===== src/design/rchsu_pkg.sv =====
package rchsu_pkg;

   localparam int unsigned ByteWidth   = 8;
   localparam int unsigned ChanWidth   = 11;
   localparam int unsigned NumAnalog   = 4;
   localparam int unsigned NumSwitches = 7;
   localparam int unsigned SlotWidth   = 3;

   // packet type codes (header bits 1..0)
   localparam logic [1:0] PKT_TYPE_RC = 2'd0;

   // slot that holds the 16-position switch
   localparam logic [SlotWidth-1:0] SLOT_POS16 = 3'd6;

   localparam logic [ChanWidth-1:0] VAL_LOW  = 11'd191;
   localparam logic [ChanWidth-1:0] VAL_MID  = 11'd992;
   localparam logic [ChanWidth-1:0] VAL_HIGH = 11'd1792;

   typedef logic [ChanWidth-1:0] chan_type;

   typedef struct packed {
      logic [ByteWidth-1:0] header_byte;
      logic [ByteWidth-1:0] analog_high_0;
      logic [ByteWidth-1:0] analog_high_1;
      logic [ByteWidth-1:0] analog_high_2;
      logic [ByteWidth-1:0] analog_high_3;
      logic [ByteWidth-1:0] analog_low_bits;
      logic [ByteWidth-1:0] switch_byte;
   } req_item_type;

   // one stored-switch write
   typedef struct packed {
      logic [SlotWidth-1:0] slot;
      chan_type             value;
   } sw_update_type;

   // 3-bit position: 0 -> low, 5 -> high, 6/7 -> mid, else pos*240+391
   function automatic chan_type pos3_map(input logic [2:0] pos);
      chan_type result;
      unique case (pos)
         3'd0:    result = VAL_LOW;
         3'd1:    result = 11'd631;
         3'd2:    result = 11'd871;
         3'd3:    result = 11'd1111;
         3'd4:    result = 11'd1351;
         3'd5:    result = VAL_HIGH;
         default: result = VAL_MID;
      endcase
      return result;
   endfunction

   // 16-position: v*1601/15 + 191, quotient truncated
   function automatic chan_type pos16_map(input logic [3:0] v);
      chan_type result;
      unique case (v)
         4'd0:    result = 11'd191;
         4'd1:    result = 11'd297;
         4'd2:    result = 11'd404;
         4'd3:    result = 11'd511;
         4'd4:    result = 11'd617;
         4'd5:    result = 11'd724;
         4'd6:    result = 11'd831;
         4'd7:    result = 11'd938;
         4'd8:    result = 11'd1044;
         4'd9:    result = 11'd1151;
         4'd10:   result = 11'd1258;
         4'd11:   result = 11'd1365;
         4'd12:   result = 11'd1471;
         4'd13:   result = 11'd1578;
         4'd14:   result = 11'd1685;
         default: result = 11'd1792;
      endcase
      return result;
   endfunction

endpackage


===== src/design/rchsu_if.sv =====
interface rchsu_req_if;
   logic                                valid;
   logic                                ready;
   logic [rchsu_pkg::ByteWidth-1:0]     header_byte;
   logic [rchsu_pkg::ByteWidth-1:0]     analog_high_0;
   logic [rchsu_pkg::ByteWidth-1:0]     analog_high_1;
   logic [rchsu_pkg::ByteWidth-1:0]     analog_high_2;
   logic [rchsu_pkg::ByteWidth-1:0]     analog_high_3;
   logic [rchsu_pkg::ByteWidth-1:0]     analog_low_bits;
   logic [rchsu_pkg::ByteWidth-1:0]     switch_byte;

   modport source (
      output valid, header_byte, analog_high_0, analog_high_1, analog_high_2,
             analog_high_3, analog_low_bits, switch_byte,
      input  ready
   );
   modport sink (
      input  valid, header_byte, analog_high_0, analog_high_1, analog_high_2,
             analog_high_3, analog_low_bits, switch_byte,
      output ready
   );
endinterface

interface rchsu_rsp_if;
   logic                  valid;
   logic                  ready;
   rchsu_pkg::chan_type   chan_0;
   rchsu_pkg::chan_type   chan_1;
   rchsu_pkg::chan_type   chan_2;
   rchsu_pkg::chan_type   chan_3;
   rchsu_pkg::chan_type   chan_4;
   rchsu_pkg::chan_type   chan_5;
   rchsu_pkg::chan_type   chan_6;
   rchsu_pkg::chan_type   chan_7;
   rchsu_pkg::chan_type   chan_8;
   rchsu_pkg::chan_type   chan_9;
   rchsu_pkg::chan_type   chan_10;
   rchsu_pkg::chan_type   chan_11;

   modport source (
      output valid, chan_0, chan_1, chan_2, chan_3, chan_4, chan_5, chan_6,
             chan_7, chan_8, chan_9, chan_10, chan_11,
      input  ready
   );
   modport sink (
      input  valid, chan_0, chan_1, chan_2, chan_3, chan_4, chan_5, chan_6,
             chan_7, chan_8, chan_9, chan_10, chan_11,
      output ready
   );
endinterface


===== src/design/rchsu_decode.sv =====
module rchsu_decode (
   input  rchsu_pkg::req_item_type  item,
   output rchsu_pkg::chan_type      analog [rchsu_pkg::NumAnalog],
   output rchsu_pkg::chan_type      fast_sw,
   output rchsu_pkg::sw_update_type sw_update
);

   logic [2:0] rr_index;

   // high byte in bits 10..3, shared low pair in bits 2..1, bit 0 zero
   assign analog[0] = {item.analog_high_0, item.analog_low_bits[7:6], 1'b0};
   assign analog[1] = {item.analog_high_1, item.analog_low_bits[5:4], 1'b0};
   assign analog[2] = {item.analog_high_2, item.analog_low_bits[3:2], 1'b0};
   assign analog[3] = {item.analog_high_3, item.analog_low_bits[1:0], 1'b0};

   assign fast_sw  = item.switch_byte[6] ? rchsu_pkg::VAL_HIGH : rchsu_pkg::VAL_LOW;
   assign rr_index = item.switch_byte[5:3];

   always_comb begin
      if (rr_index < rchsu_pkg::SLOT_POS16) begin
         sw_update.slot  = rr_index;
         sw_update.value = rchsu_pkg::pos3_map(item.switch_byte[2:0]);
      end else begin
         // indexes 6 and 7 share the 16-position slot
         sw_update.slot  = rchsu_pkg::SLOT_POS16;
         sw_update.value = rchsu_pkg::pos16_map(item.switch_byte[3:0]);
      end
   end

endmodule


===== src/design/rc_hybrid_switch_unpacker.sv =====
// Channel  Dir  Handshake      Payload
// req_ch   in   valid/ready    header_byte, analog_high_0..3, analog_low_bits,
//                              switch_byte (8 bits each)
// rsp_ch   out  valid/ready    chan_0..chan_11 (11 bits each)
//
// Two register stages: input register, then result register. A req transaction
// is captured in the input register and its result moves to the result register,
// which drives rsp valid. One transaction per cycle sustained while rsp is not
// stalled. Non-RC packets are dropped in the first stage without touching state
// or the result register. Synchronous active-high reset empties both stages and
// zeroes the seven stored switch channels. A stalled rsp holds; req keeps flowing
// while the input stage can drain (non-RC packets always drain).
module rc_hybrid_switch_unpacker (
   input  logic               clock,
   input  logic               reset,
   rchsu_req_if.sink          req_ch,
   rchsu_rsp_if.source        rsp_ch
);

   // ---- input stage ----
   logic                         in_valid_ff;
   logic                         in_valid_in;
   rchsu_pkg::req_item_type      in_data_ff;
   rchsu_pkg::req_item_type      req_item;

   // ---- result stage ----
   logic                         out_valid_ff;
   logic                         out_valid_in;
   rchsu_pkg::chan_type          analog_ff [rchsu_pkg::NumAnalog];
   rchsu_pkg::chan_type          fast_ff;

   // ---- stored switch channels ----
   rchsu_pkg::chan_type          switch_ff [rchsu_pkg::NumSwitches];
   rchsu_pkg::chan_type          switch_in [rchsu_pkg::NumSwitches];

   // ---- decode outputs ----
   rchsu_pkg::chan_type          analog_dec [rchsu_pkg::NumAnalog];
   rchsu_pkg::chan_type          fast_dec;
   rchsu_pkg::sw_update_type     sw_update;

   logic                         req_fire;
   logic                         s1_is_rc;
   logic                         out_free;
   logic                         s1_adv;
   logic                         s1_emit;

   assign req_item.header_byte     = req_ch.header_byte;
   assign req_item.analog_high_0   = req_ch.analog_high_0;
   assign req_item.analog_high_1   = req_ch.analog_high_1;
   assign req_item.analog_high_2   = req_ch.analog_high_2;
   assign req_item.analog_high_3   = req_ch.analog_high_3;
   assign req_item.analog_low_bits = req_ch.analog_low_bits;
   assign req_item.switch_byte     = req_ch.switch_byte;

   // Flow control: result slot is free when empty or being taken this cycle.
   assign s1_is_rc = (in_data_ff.header_byte[1:0] == rchsu_pkg::PKT_TYPE_RC);
   assign out_free = !out_valid_ff || rsp_ch.ready;
   assign s1_adv   = in_valid_ff && (!s1_is_rc || out_free);
   assign s1_emit  = in_valid_ff && s1_is_rc && out_free;

   assign req_ch.ready = !in_valid_ff || s1_adv;
   assign req_fire     = req_ch.valid && req_ch.ready;

   assign in_valid_in  = req_fire || (in_valid_ff && !s1_adv);
   assign out_valid_in = s1_emit || (out_valid_ff && !rsp_ch.ready);

   rchsu_decode u_decode (
      .item      (in_data_ff),
      .analog    (analog_dec),
      .fast_sw   (fast_dec),
      .sw_update (sw_update)
   );

   // Next stored-switch state: one slot rewritten per RC transaction.
   always_comb begin
      for (int i = 0; i < rchsu_pkg::NumSwitches; i++) begin
         if (s1_emit && (sw_update.slot == rchsu_pkg::SlotWidth'(i))) begin
            switch_in[i] = sw_update.value;
         end else begin
            switch_in[i] = switch_ff[i];
         end
      end
   end

   always_ff @(posedge clock) begin
      if (reset) begin
         in_valid_ff  <= 1'b0;
         out_valid_ff <= 1'b0;
         for (int i = 0; i < rchsu_pkg::NumSwitches; i++) begin
            switch_ff[i] <= '0;
         end
      end else begin
         in_valid_ff  <= in_valid_in;
         out_valid_ff <= out_valid_in;
         switch_ff    <= switch_in;
      end
   end

   // payload registers, no reset
   always_ff @(posedge clock) begin
      if (req_fire) begin
         in_data_ff <= req_item;
      end
      if (s1_emit) begin
         analog_ff <= analog_dec;
         fast_ff   <= fast_dec;
      end
   end

   // Stored channels shown from switch_ff: they change only on s1_emit, which
   // also loads the result register, so they track the held result.
   assign rsp_ch.valid   = out_valid_ff;
   assign rsp_ch.chan_0  = analog_ff[0];
   assign rsp_ch.chan_1  = analog_ff[1];
   assign rsp_ch.chan_2  = analog_ff[2];
   assign rsp_ch.chan_3  = analog_ff[3];
   assign rsp_ch.chan_4  = fast_ff;
   assign rsp_ch.chan_5  = switch_ff[0];
   assign rsp_ch.chan_6  = switch_ff[1];
   assign rsp_ch.chan_7  = switch_ff[2];
   assign rsp_ch.chan_8  = switch_ff[3];
   assign rsp_ch.chan_9  = switch_ff[4];
   assign rsp_ch.chan_10 = switch_ff[5];
   assign rsp_ch.chan_11 = switch_ff[6];

endmodule


===== src/flat_wrapper.sv =====
// flat-port wrapper written by rule: the top's interface ports become plain ports
module rc_hybrid_switch_unpacker_flat 
  (clock, reset, req_ch_valid, req_ch_header_byte, req_ch_analog_high_0, req_ch_analog_high_1, req_ch_analog_high_2, req_ch_analog_high_3, req_ch_analog_low_bits, req_ch_switch_byte, req_ch_ready, rsp_ch_valid, rsp_ch_chan_0, rsp_ch_chan_1, rsp_ch_chan_2, rsp_ch_chan_3, rsp_ch_chan_4, rsp_ch_chan_5, rsp_ch_chan_6, rsp_ch_chan_7, rsp_ch_chan_8, rsp_ch_chan_9, rsp_ch_chan_10, rsp_ch_chan_11, rsp_ch_ready);
  rchsu_req_if req_ch_i ();
  rchsu_rsp_if rsp_ch_i ();
  input  logic clock;
  input  logic reset;
  input wire logic [$bits(req_ch_i.valid)-1:0] req_ch_valid;
  input wire logic [$bits(req_ch_i.header_byte)-1:0] req_ch_header_byte;
  input wire logic [$bits(req_ch_i.analog_high_0)-1:0] req_ch_analog_high_0;
  input wire logic [$bits(req_ch_i.analog_high_1)-1:0] req_ch_analog_high_1;
  input wire logic [$bits(req_ch_i.analog_high_2)-1:0] req_ch_analog_high_2;
  input wire logic [$bits(req_ch_i.analog_high_3)-1:0] req_ch_analog_high_3;
  input wire logic [$bits(req_ch_i.analog_low_bits)-1:0] req_ch_analog_low_bits;
  input wire logic [$bits(req_ch_i.switch_byte)-1:0] req_ch_switch_byte;
  output wire logic [$bits(req_ch_i.ready)-1:0] req_ch_ready;
  output wire logic [$bits(rsp_ch_i.valid)-1:0] rsp_ch_valid;
  output wire logic [$bits(rsp_ch_i.chan_0)-1:0] rsp_ch_chan_0;
  output wire logic [$bits(rsp_ch_i.chan_1)-1:0] rsp_ch_chan_1;
  output wire logic [$bits(rsp_ch_i.chan_2)-1:0] rsp_ch_chan_2;
  output wire logic [$bits(rsp_ch_i.chan_3)-1:0] rsp_ch_chan_3;
  output wire logic [$bits(rsp_ch_i.chan_4)-1:0] rsp_ch_chan_4;
  output wire logic [$bits(rsp_ch_i.chan_5)-1:0] rsp_ch_chan_5;
  output wire logic [$bits(rsp_ch_i.chan_6)-1:0] rsp_ch_chan_6;
  output wire logic [$bits(rsp_ch_i.chan_7)-1:0] rsp_ch_chan_7;
  output wire logic [$bits(rsp_ch_i.chan_8)-1:0] rsp_ch_chan_8;
  output wire logic [$bits(rsp_ch_i.chan_9)-1:0] rsp_ch_chan_9;
  output wire logic [$bits(rsp_ch_i.chan_10)-1:0] rsp_ch_chan_10;
  output wire logic [$bits(rsp_ch_i.chan_11)-1:0] rsp_ch_chan_11;
  input wire logic [$bits(rsp_ch_i.ready)-1:0] rsp_ch_ready;
  assign req_ch_i.valid = req_ch_valid;
  assign req_ch_i.header_byte = req_ch_header_byte;
  assign req_ch_i.analog_high_0 = req_ch_analog_high_0;
  assign req_ch_i.analog_high_1 = req_ch_analog_high_1;
  assign req_ch_i.analog_high_2 = req_ch_analog_high_2;
  assign req_ch_i.analog_high_3 = req_ch_analog_high_3;
  assign req_ch_i.analog_low_bits = req_ch_analog_low_bits;
  assign req_ch_i.switch_byte = req_ch_switch_byte;
  assign req_ch_ready = req_ch_i.ready;
  assign rsp_ch_valid = rsp_ch_i.valid;
  assign rsp_ch_chan_0 = rsp_ch_i.chan_0;
  assign rsp_ch_chan_1 = rsp_ch_i.chan_1;
  assign rsp_ch_chan_2 = rsp_ch_i.chan_2;
  assign rsp_ch_chan_3 = rsp_ch_i.chan_3;
  assign rsp_ch_chan_4 = rsp_ch_i.chan_4;
  assign rsp_ch_chan_5 = rsp_ch_i.chan_5;
  assign rsp_ch_chan_6 = rsp_ch_i.chan_6;
  assign rsp_ch_chan_7 = rsp_ch_i.chan_7;
  assign rsp_ch_chan_8 = rsp_ch_i.chan_8;
  assign rsp_ch_chan_9 = rsp_ch_i.chan_9;
  assign rsp_ch_chan_10 = rsp_ch_i.chan_10;
  assign rsp_ch_chan_11 = rsp_ch_i.chan_11;
  assign rsp_ch_i.ready = rsp_ch_ready;
  rc_hybrid_switch_unpacker u_core (.clock(clock), .reset(reset), .req_ch(req_ch_i), .rsp_ch(rsp_ch_i));
endmodule

===== config.mk =====
export PLATFORM = sky130hd
export DESIGN_NAME = rc_hybrid_switch_unpacker_flat
export DESIGN_NICKNAME = d
export VERILOG_FILES = /design/src/design/rchsu_pkg.sv /design/src/design/rchsu_if.sv /design/src/design/rchsu_decode.sv /design/src/design/rc_hybrid_switch_unpacker.sv /design/src/flat_wrapper.sv
export SDC_FILE = /design/constraint.sdc
export NUM_CORES = 1
export LEC_CHECK = 0
export BUFFER_PORTS_ARGS = -buffer_cell sky130_fd_sc_hd__clkbuf_2
export CORE_UTILIZATION = 46
export CTS_CLUSTER_SIZE = 30
export DETAILED_ROUTE_END_ITERATION = 16
export GPL_TIMING_DRIVEN = 0
export HOLD_SLACK_MARGIN = 0.05
export PLACE_DENSITY = 0.81
export SLEW_MARGIN = 20
export SYNTH_ARGS = -nofsm -noshare
export SYNTH_HDL_FRONTEND = slang
export SYNTH_SLANG_ARGS = --single-unit

===== constraint.sdc =====
create_clock -name clock -period 3.6 [get_ports clock]
set_input_delay 0.36 -clock clock [delete_from_list [all_inputs] [get_ports clock]]
set_output_delay 0.36 -clock clock [all_outputs]
set_load 0.02 [all_outputs]

== Word-level counts from Yosys, hierarchy flattened ==
Memories as Yosys holds them, arrays and structs flattened. A register that Yosys moved wholly into a read port is not among the register bits.
Cells that the tools add are included.

* Order comparisons: 1
* Equality and inequality tests: 11
* Multiplexer cells: 4
* Reductions and logical operators: 26

{| class="wikitable"
|+ Operators with widths
! kind !! count
|-
| $pmux 11 s6 || 1
|-
| $eq 3x3->1 const B || 5
|-
| $mux 14 || 1
|-
| $logic_and 1x1->1 || 13
|-
| $eq 3x2->1 const B || 4
|-
| $mux 11 || 1
|-
| $eq 3x1->1 const B || 2
|-
| $logic_not 3->1 || 2
|-
| $logic_not 1->1 || 5
|-
| $logic_or 1x1->1 || 5
|-
| $mux 4 || 1
|-
| $lt 3x3->1 const B || 1
|-
| $logic_not 2->1 || 1
|}

* Register bits after elaboration: 179
* Memory bits (read-only): 176
* Input port bits: 60
* Output and inout port bits: 134
* Memories kept: 1

{| class="wikitable"
|+ Memory list
! memory !! depth !! bits a word !! read ports !! clocked after Yosys merged registers in !! write ports !! RTL line !! RTL
|-
| (name not given) || 16 || 11 || 1 || 1 || 0 || rchsu_pkg.sv:55 || <nowiki>unique case (v)</nowiki>
|}

== Logic depth before layout (Yosys ltp) ==
Gate-level depths: netlist (run 1).

* Depth after elaboration: 7
* Mapped depth: 10

== By module ==
Synthesis (run 1) repeated with hierarchy kept, for this count alone.

* Cell total of the unflattened synthesis: 519
* Area total of the unflattened synthesis: 7362.1 um2

{| class="wikitable"
|+ Modules (own cells, without submodules)
! module !! instances !! cells each !! area each (um2) !! seq. area each (um2)
|-
| rc_hybrid_switch_unpacker || 1 || 394 || 6492.5 || 4914.7
|-
| rchsu_decode || 1 || 125 || 869.6 || 0.0
|}

== Least setup slack after synthesis (run 1) ==
Ideal clock, no wire load.

* Path kind: reg2reg
* From: reg u_core.in_data_ff[49] in the netlist's numbering
* To: reg u_core.switch_ff (netlist bit u_core.rsp_ch.chan_11[0])
* Data arrival time: 3.444 ns
* Required time: 3.465 ns
* Path slack: 0.021 ns
* Stages on the path, launching flop included: 7
* Period minus slack after synthesis: 3.579 ns
* Cell sequence: edfxtp_1 -> or3b_1 -> buf_6 -> nor2_1 -> nand2_1 -> nand2_1 -> a21oi_1

* Word-level cells in the longest chain between the ends: 4

{| class="wikitable"
|+ Ends and longest elaborated chain
! what !! RTL line !! RTL
|-
| from (decl) || rc_hybrid_switch_unpacker.sv:23 || <nowiki>rchsu_pkg::req_item_type in_data_ff;</nowiki>
|-
| from (signal assigned) || rc_hybrid_switch_unpacker.sv:102 || <nowiki>in_data_ff <= req_item;</nowiki>
|-
| $logic_not 2->1 || rc_hybrid_switch_unpacker.sv:56 || <nowiki>assign s1_is_rc = (in_data_ff.header_byte[1:0] == rchsu_pkg::PKT_TYPE_RC);</nowiki>
|-
| $logic_and 1x1->1 (2 in series) || rc_hybrid_switch_unpacker.sv:59 || <nowiki>assign s1_emit = in_valid_ff && s1_is_rc && out_free;</nowiki>
|-
| via u_core.s1_emit || rc_hybrid_switch_unpacker.sv:45 || <nowiki>logic s1_emit;</nowiki>
|-
| $logic_and 1x1->1 || rc_hybrid_switch_unpacker.sv:77 || <nowiki>if (s1_emit && (sw_update.slot == rchsu_pkg::SlotWidth'(i))) begin</nowiki>
|-
| to (signal assigned) || rc_hybrid_switch_unpacker.sv:95 || <nowiki>switch_ff <= switch_in;</nowiki>
|-
| to (decl) || rc_hybrid_switch_unpacker.sv:33 || <nowiki>rchsu_pkg::chan_type switch_ff [rchsu_pkg::NumSwitches];</nowiki>
|}

The timed path passes the listed nets, and every way through them passes these cells.
A chain may end at the register's enable or synchronous reset.

==> metrics.txt, run 1 <==
Fin. Hold Viols 0; Detail Route Antenna Nets 0; mux share of post-synthesis cell area between 2 and 3%; routability-driven placement congestion ratio just under 0.9; Inserted Diodes 0; Max-slew headroom 42.0%; Simple-Gate Fraction of Synth Area 13.1%; Nets between 800 and 900; # DRC 0; # fillers 1,072; met2 routed WL 7530 um; VDD IR-drop max 0.309 mV; R2R Setup Slk 1.02 ns; # rows between 40 and 50; synth unique cells 55; Avg Cell Area, Syn around 12 um2; layout cells sized above 1 33.6%; gr ovfl total 0; share of the synthesized area in the top cell type 42.0%; dpl cells 900; Buffers on Ports approximately 180; detailed-route via count slightly below 5,000; synth warn 0; # setup viols final 0; M1 WL about 6100 um; area leader, netlist edfxtp_1; worst skew pair latency 0.41 ns; CP max stage cell or3b_1; hpwl dp 10,900 um; Die X-Extent around 120 um; root buffer cell clkbuf_16; Syn-to-layout area delta 27.0%; Max Used Layer met4; Area contributors post-synth edfxtp_1 (42%), dfxtp_1 (27%), a21oi_1 (4.2%); Initial Utilization between 40% and 50%; final instance count without filler cells 932; CP most frequent cell buf_6; wire per inst 16.5 um; Max Root-Sink Buffers 2; Max Cap Violations 0; unrepaired setup endpoints after global routing false; fin util between 50% and 60%; adder-cell area share of the yosys netlist 0.385%; DIE HEIGHT roughly 120 um; initial DRC count 365; Top delay family on crit path simple AND/OR/NAND/NOR gates; H-tree depth 4; Hold Path Depth 1; largest family of logic cells by synthesized area simple AND/OR/NAND/NOR gates; Post-CTS Setup Bufs 0; cells after synthesis 534; fmax 0.388 GHz; Synth Flop Type edfxtp_1; CTS tree yes; PostCTS Resize Cnt 0; vias in the first global route roughly 4,500; Lkg Pwr roughly 3.3 nW; Synth Area in Compound Gates roughly a tenth; initial antenna violation count 0; IO Count approximately 190; sequential fraction of the synthesis area ~69%; Core Box Area about 14,000 um2; actual slew at the worst max-slew pin 0.864 ns; CTS Buf Count 17; FF+latch count, synth ~180; CP Capture Type flip-flop; EDFF count, synth slightly above 90; Final min period 2.58 ns; Max Fanout on Critical Path between 50 and 60; all-layer global routing usage a little over a fifth; Post-Syn Area 6500 um2; Reg area approximately 4500 um2; largest net degree at the start of global routing ~60; final wirelength roughly 15,000 um; Startpoint Class flip-flop; crit path cell chain or3b_1 > buf_6 > o21ai_4 > inv_2 > buf_6 > mux2i_4 > ha_1 > nor2_1 > nor4_1; Reg2Reg Depth 9; clock skew around 0.0094 ns; WHS Endpoint u_core.in_data_ff[29]; PD cells just over 500 nW/um2; Slew Limit Fails 0; global-route wire length before repair 23,400 um; asr flop ratio synth 0%; Synth Area in XOR/XNOR 0.269%; sink count of the clock tree 179; hold path start req_ch_analog_high_2[5]; CP bufs+invs 3; Multi-input gate area 1750 um2; status completed; CP Data Required Time a little under 4 ns; HP Class in2reg; Worst Path Arrival 2.88 ns; CTS Hold Buffers Added 0; Worst-path clk slew ~0.060 ns; Final Cycle Share a little under three quarters; WS Path Type reg2reg; die area between 10,000 and 15,000 um2; Worst path max stage delay ~0.39 ns; drt first pass iters 5; worst reg2reg path startpoint u_core.in_data_ff[49]; wire length on met3 1120 um; vias per cell approximately 5.2
## placed cells by master, fill, tap and decap left out, types with 4 or more instances in the layout
master and count:
mux2i_1 10, a21oi_1 54, nor3b_1 6, buf_6 4, nand3_1 5, clkbuf_2 181
o21ai_0 5, nor2b_1 6, a211oi_1 16, dfxtp_1 88, nor3_1 11, clkbuf_16 18
nand2_1 72, clkbuf_1 22, inv_1 4, buf_4 16, o21a_1 5, nor2_1 59
conb_1 5, edfxtp_1 91
## cells in the mapped netlist, types with 4 or more instances
cell type,n
nand2_1,72
clkbuf_1,21
nor2b_1,6
nor2_1,60
nor3b_1,6
nand3_1,5
dfxtp_1,88
buf_4,16
a211oi_1,16
o21ai_0,5
buf_6,4
edfxtp_1,91
a21oi_1,54
o21a_1,5
nor3_1,11
mux2i_1,10
## how the worst max path moves through the flow
stage,from,endpoint,slack [ns],depth (start not counted)
finish,u_core.in_data_ff[49],flip-flop,1.02,9
global route,u_core.in_data_ff[49],flip-flop,0.85,10
CTS,u_core.in_data_ff[49],flip-flop,0.95,9
detailed placement,u_core.in_data_ff[49],flip-flop,0.98,9
global placement,u_core.in_data_ff[49],u_core.rsp_ch.chan_11[1],-1.31,6
floorplan,u_core.in_data_ff[49],u_core.rsp_ch.chan_11[0],0.02,6
## worst reg2reg max path, delay by kind of cell, from the launching register on
kind / cells / cell delay (ns)
simple gates: 3 / 0.68
buf+inv: 3 / 0.53
flops: 1 / 0.38
fa+ha+maj: 1 / 0.34
mux: 1 / 0.29
compound gates: 1 / 0.24
## power breakdown
group	internal [mW]	switching (mW)
combinational	0.0897	0.175
clock	1.04	0.756
sequential	2.21	0.0228
## kinds of logic (layout without fill, tap and decap cells)
kind of cell | after synthesis | count (layout)
other cells | 1 | 5
simple gates | 183 | 183
fa+ha+maj | 2 | 2
compound gates | 102 | 102
flops | 179 | 179
xor+xnor | 2 | 2
buf+inv | 50 | 264
mux | 15 | 15
## per-layer routing
metal  vias to the layer above  track usage, %
met2                       210            34.8
li1                       2290               -
met3                        41            5.12
met1                      2308            26.3
met4                         0            10.3
met5                         -               0
## per-stage QoR
step / power, mW / TNS (ns) / hold WS [ns] / setup WS, ns / instance area, um2
floorplan: 2.43 / 0 / 0.400 / 0.0206 / 6520
detailed placement: 2.53 / 0 / 0.405 / 0.979 / 7680
finish: 4.29 / 0 / 0.116 / 1.02 / 8260
global route: 4.42 / 0 / 0.0963 / 0.849 / 8260
CTS: 4.31 / 0 / 0.0985 / 0.950 / 8260
global placement: 2.52 / -27.48 / 0.401 / -1.31 / 7650
## area by class of cell
| type | count | area share [%] |
|---|---|---|
| plain buffers | 45 | 3.18 |
| clock buffers | 21 | 5.83 |
| clock inverters | 11 | 1.20 |
| inverters | 5 | 0.227 |
| multi-input cells | 309 | 21.2 |
| flip-flops and latches | 179 | 54.4 |
| well taps | 180 | 2.73 |
| repair buffers | 182 | 11.2 |
## registers in the layout (all words and copies together) (netlist names), 2 cells and up, named ones only
| signal | count |
|---|---|
| u_core.rsp_ch.chan_0 | 10 |
| u_core.rsp_ch.chan_3 | 10 |
| u_core.rsp_ch.chan_6 | 11 |
| u_core.rsp_ch.chan_10 | 11 |
| u_core.rsp_ch.chan_4 | 2 |
| u_core.rsp_ch.chan_2 | 10 |
| u_core.rsp_ch.chan_9 | 11 |
| u_core.rsp_ch.chan_7 | 11 |
| u_core.rsp_ch.chan_1 | 10 |
| u_core.rsp_ch.chan_8 | 11 |
| u_core.rsp_ch.chan_11 | 11 |
| u_core.rsp_ch.chan_5 | 11 |
| u_core.in_data_ff | 49 |
Note: power is estimated with default switching activity, not from simulation.
==> run 2, diff against run 1 <==
--- a/config.mk
+++ b/config.mk
@@ -11,7 +11,7 @@
 export DETAILED_ROUTE_END_ITERATION = 16
 export GPL_TIMING_DRIVEN = 0
 export HOLD_SLACK_MARGIN = 0.05
-export PLACE_DENSITY = 0.81
+export PLACE_DENSITY = 0.78
 export SLEW_MARGIN = 20
 export SYNTH_ARGS = -nofsm -noshare
 export SYNTH_HDL_FRONTEND = slang
==> constraint.sdc (replaced) <==
create_clock -name clock -period 2.4 [get_ports clock]
set_input_delay 0.24 -clock clock [delete_from_list [all_inputs] [get_ports clock]]
set_output_delay 0.24 -clock clock [all_outputs]
set_load 0.02 [all_outputs]
==> run 2 against run 1 <==
  * Clock skew is 0.0022 ns lower
  * Final cell count increased by 5.7%
  * Sequential power grew 50%
  * Global-route usage rose by 2.3 points
  * Hold slack got worse by 0.024 ns
  * Largest cell class unchanged
==> metrics.txt, run 2 (synthesized netlist as in run 1, its figures left out) <==
vias in the first global route a little under 5,000; all-layer global routing usage a little under a quarter; setup ws final approximately 0.069 ns; worst skew pair latency 0.43 ns; root buffer cell clkbuf_16; Worst Path Arrival ~2.6 ns; Max Fanout on Critical Path 15; DIE HEIGHT 121 um; Worst-path clk slew about 0.070 ns; PD cells 742 nW/um2; status completed; Syn-to-layout area delta 36.7%; Nets approximately 850; hold slack between 0.09 and 0.1 ns; hpwl dp about 11,000 um; VDD IR-drop max between 0.5 and 0.6 mV; # rows 43; initial antenna violation count 0; # setup viols final 0; Core Box Area approximately 14,000 um2; global-route wire length before repair around 25,000 um; worst slack at placement -0.251 ns; max FFs per register about 50; Buffers on Ports around 180; Lkg Pwr 3.56 nW; Initial Utilization about 47%; Reg2Reg Depth 10; worst reg2reg path startpoint u_core.in_data_ff[48]; R2R Setup Slk 0.07 ns; Final min period about 2.3 ns; WS Path Type reg2reg; layout cells sized above 1 about 33%; die area approximately 15,000 um2; vias per cell 5.16; final wirelength approximately 17,000 um; Max-slew headroom 45.5%; initial DRC count roughly 460; Pwr Total between 6 and 7 mW; Slew Limit Fails 0; CTS Buf Count 17; detailed-route via count a little over 5,000; Fin. Hold Viols 0; Inserted Diodes 0; gr ovfl total 0; CP Data Required Time between 2 and 3 ns; clock skew 0.00729 ns; WHS Endpoint u_core.in_valid_ff; Hold Path Depth 3; H-tree depth 4; sink count of the clock tree approximately 180; largest net degree at the start of global routing 30; most frequent cells in the layout clkbuf_2 (181), edfxtp_1 (91), dfxtp_1 (88); actual slew at the worst max-slew pin 0.812 ns; Detail Route Antenna Nets 0; hold path start req_ch_valid; Die X-Extent ~120 um; HP Class in2reg; IO Count ~190; Max Cap Violations 0; Startpoint Class flip-flop; Final Cycle Share 97.1%; # DRC 0; wire per inst 17.3 um; fmax between 0.4 and 0.5 GHz; setup_tns 0 ns; register name with the most flops u_core.in_data_ff; CTS tree yes; Max Root-Sink Buffers 2; CP Capture Type flip-flop; commonest non-fill, non-tap cell in the layout clkbuf_2; routability-driven placement congestion ratio ~0.9; drt first pass iters 5
## run 2: how the worst max path moves through the flow
stage	start	end	slack (ns)	cells after the start
after floorplan	u_core.in_data_ff[49]	flip-flop	0.12	9
after global placement	u_core.in_data_ff[49]	u_core.rsp_ch.chan_11[1]	-0.23	6
after detailed placement	u_core.in_data_ff[49]	flip-flop	-0.25	8
after CTS	u_core.in_data_ff[49]	flip-flop	0.02	10
after global routing	u_core.in_data_ff[48]	flip-flop	-0.04	10
final	u_core.in_data_ff[48]	flip-flop	0.07	10
## run 2: routing by layer
layer	track usage [%]	up-vias	share of wire [%]
met2	39.8	212	50
met4	7.87	0	2.3
li1	-	2395	-
met3	6.95	31	6.4
met1	28.8	2445	41
met5	0	-	0
## run 2: cell type report
| cell class | count | area [um2] |
|---|---|---|
| clock inverters | 14 | 149 |
| fillers | 1034 | 4930 |
| multi-input cells | 309 | 1800 |
| flip-flops and latches | 179 | 4490 |
| inverters | 5 | 23.8 |
| plain buffers | 45 | 272 |
| well taps | 180 | 225 |
| repair buffers | 235 | 1490 |
| clock buffers | 18 | 439 |
## run 2: report_power, final
| group | internal (mW) | switching [mW] |
|---|---|---|
| registers | 3.31 | 0.0381 |
| clock network | 1.57 | 1.18 |
| logic | 0.210 | 0.292 |
| total | 5.09 | 1.51 |
## run 2: per-stage QoR
| step | utilization [%] | cell area [um2] | std cells |
|---|---|---|---|
| detailed placement | 55.6 | 7690 | 900 |
| global route | 64.3 | 8890 | 985 |
| finish | 64.3 | 8890 | 985 |
| global placement | 55.4 | 7660 | 899 |
| CTS | 63.7 | 8810 | 982 |
| floorplan | - | 6530 | 538 |
## run 2: critical path, stage by stage, from the launching register on
cell	delay, ns
edfxtp_1	0.39
or3b_1	0.40
buf_6	0.15
o21ai_4	0.19
clkinv_4	0.09
buf_12	0.16
mux2i_4	0.25
inv_2	0.08
ha_2	0.21
mux2i_1	0.20
a21oi_1	0.09
## run 2: timing repair
action | CTS | global route
hold endpoints to repair | 48 | 0
pin swaps | 1 | 4
setup buffers | 1 | 2
endpoints found under the setup margin | 6 | 20
cloned | 1 | 1
hold buffers | 48 | 0
gates resized for setup | 3 | 10
==> run 3, diff against run 2 <==
--- a/config.mk
+++ b/config.mk
@@ -11,7 +11,7 @@
 export DETAILED_ROUTE_END_ITERATION = 16
 export GPL_TIMING_DRIVEN = 0
 export HOLD_SLACK_MARGIN = 0.05
-export PLACE_DENSITY = 0.78
+export PLACE_DENSITY = 0.81
 export SLEW_MARGIN = 20
 export SYNTH_ARGS = -nofsm -noshare
 export SYNTH_HDL_FRONTEND = slang
==> constraint.sdc (replaced) <==
create_clock -name clock -period 2 [get_ports clock]
set_input_delay 0.2 -clock clock [delete_from_list [all_inputs] [get_ports clock]]
set_output_delay 0.2 -clock clock [all_outputs]
set_load 0.02 [all_outputs]
==> run 3 against run 2 <==
  * The run now ends with setup timing left
  * Power up 18%
  * Hold slack better by 0.0062 ns
  * Critical path depth down 1
  * Sequential cell count unchanged
  * Setup slack worse by 0.24 ns
  * Clock skew about the same
  * Clock power up 12%
  * Count of clock-buffer cells in the layout up 3
==> metrics.txt, run 3 (synthesized netlist as in run 1, its figures left out) <==
initial antenna violation count 0; vias per cell roughly 5.3; actual slew at the worst max-slew pin roughly 0.74 ns; hpwl dp about 11,000 um; wire per inst around 18 um; register name with the most flops u_core.in_data_ff; Syn-to-layout area delta 43.5%; max FFs per register 49; vias in the first global route between 4,000 and 5,000; violations in the final reports setup timing; unrepaired setup endpoints after global routing true; setup_tns -2.15 ns; dpl cells 900; all-layer global routing usage 23.4%; HP Class in2reg; CP Capture Type flip-flop; WS Path Type reg2reg; routability-driven placement congestion ratio a little under 0.9; sink count of the clock tree between 150 and 200; layout cells sized above 1 between 40% and 50%; initial DRC count just over 500; setup ws final -0.175 ns; PD cells 833 nW/um2; Max Root-Sink Buffers 2; global-route wire length before repair ~26,000 um; Worst-path clk slew ~0.060 ns; final instance count without filler cells 1,002; Worst Path Arrival between 2 and 2.5 ns; Die X-Extent roughly 120 um; die area 14,600 um2; most frequent cells in the layout clkbuf_2 (186), edfxtp_1 (91), dfxtp_1 (88); fmax 0.460 GHz; commonest non-fill, non-tap cell in the layout clkbuf_2; Slew Limit Fails 0; detailed-route via count 5,278; Core Box Area ~14,000 um2; Max-slew headroom between 50% and 60%; DIE HEIGHT ~120 um; CTS tree yes; Final Cycle Share 109%; worst skew pair latency between 0.4 and 0.5 ns; status complete, but fails checks; Buffers on Ports between 150 and 200; Max Fanout on Critical Path 5; drt first pass iters 5; Fin. Hold Viols 0; # DRC 0; Final min period roughly 2.2 ns; CP Data Required Time between 2 and 2.5 ns; Detail Route Antenna Nets 0; VDD IR-drop max roughly 0.57 mV; Max Cap Violations 0; Initial Utilization a little under half; hold slack a little under 0.1 ns; Nets roughly 870; gr ovfl total 0; Startpoint Class flip-flop; IO Count a little under 200; final wirelength approximately 18,000 um; Inserted Diodes 0; largest net degree at the start of global routing 30; fin util around two thirds; CTS Buf Count 17; clock skew ~0.0076 ns; # rows 43; # setup viols final 40; H-tree depth 4; Lkg Pwr around 3.7 nW; root buffer cell clkbuf_16
==> run 3: path summary, 6_finish.rpt <==
check	startpoint	endpoint	slack [ns]	depth (start not counted)
min	req_ch_valid	u_core.in_valid_ff	0.1	3
min reg2reg	u_core.in_data_ff[35]	u_core.rsp_ch.chan_1[6]	0.42	0
max reg2reg	u_core.in_data_ff[49]	flip-flop	-0.17	9
max	u_core.in_data_ff[49]	flip-flop	-0.17	9
==> run 3: worst max-delay path, stage by stage, from the launching register on <==
cell,delay (ns)
edfxtp_1,0.39
or3b_1,0.40
buf_6,0.14
o21ai_4,0.16
inv_4,0.07
mux2_4,0.33
buf_6,0.14
ha_4,0.15
o221ai_2,0.19
a31oi_1,0.07
==> run 3: stage by stage <==
step                worst slack (ns)  instance area, um2  power (mW)
detailed placement            -0.480                7730        4.57
global placement              -0.502                7710        4.55
global route                  -0.228                9340        8.00
CTS                           -0.168                9080        7.74
finish                        -0.175                9340        7.77
floorplan                     -0.200                6580        4.39
==> run 3: report_power, final <==
group          switching, mW  internal, mW  total, mW
logic                  0.389         0.284      0.674
clock network           1.36          1.72       3.08
registers             0.0449          3.97       4.02
total                   1.80          5.98       7.77
==> run 3: what timing repair did <==
action	CTS	global route
hold endpoints to repair	48	0
hold buffers	48	0
endpoints found under the setup margin	92	82
cloned	6	0
setup buffers	12	5
pin swaps	22	30
resized for setup	42	59
==> run 3: area by class of cell <==
cell class,count,area [um2]
Clock buffer,21,440
Multi-Input combinational cell,310,2120
Timing Repair Buffer,252,1650
Inverter,5,21.3
Sequential cell,179,4490
Tap cell,180,225
Buffer,44,278
Fill cell,945,4490
Clock inverter,11,106
==> run 3: routing by layer <==
| metal | part of all wire (%) | up-vias | GRT usage (%) | wire length [um] |
|---|---|---|---|---|
| met2 | 50 | 266 | 38.9 | 8800 |
| met4 | 3.9 | 0 | 10.3 | 692 |
| met5 | 0 | - | 0 | 0 |
| li1 | - | 2433 | - | - |
| met3 | 6.7 | 61 | 5.08 | 1190 |
| met1 | 39 | 2518 | 29.3 | 6950 |
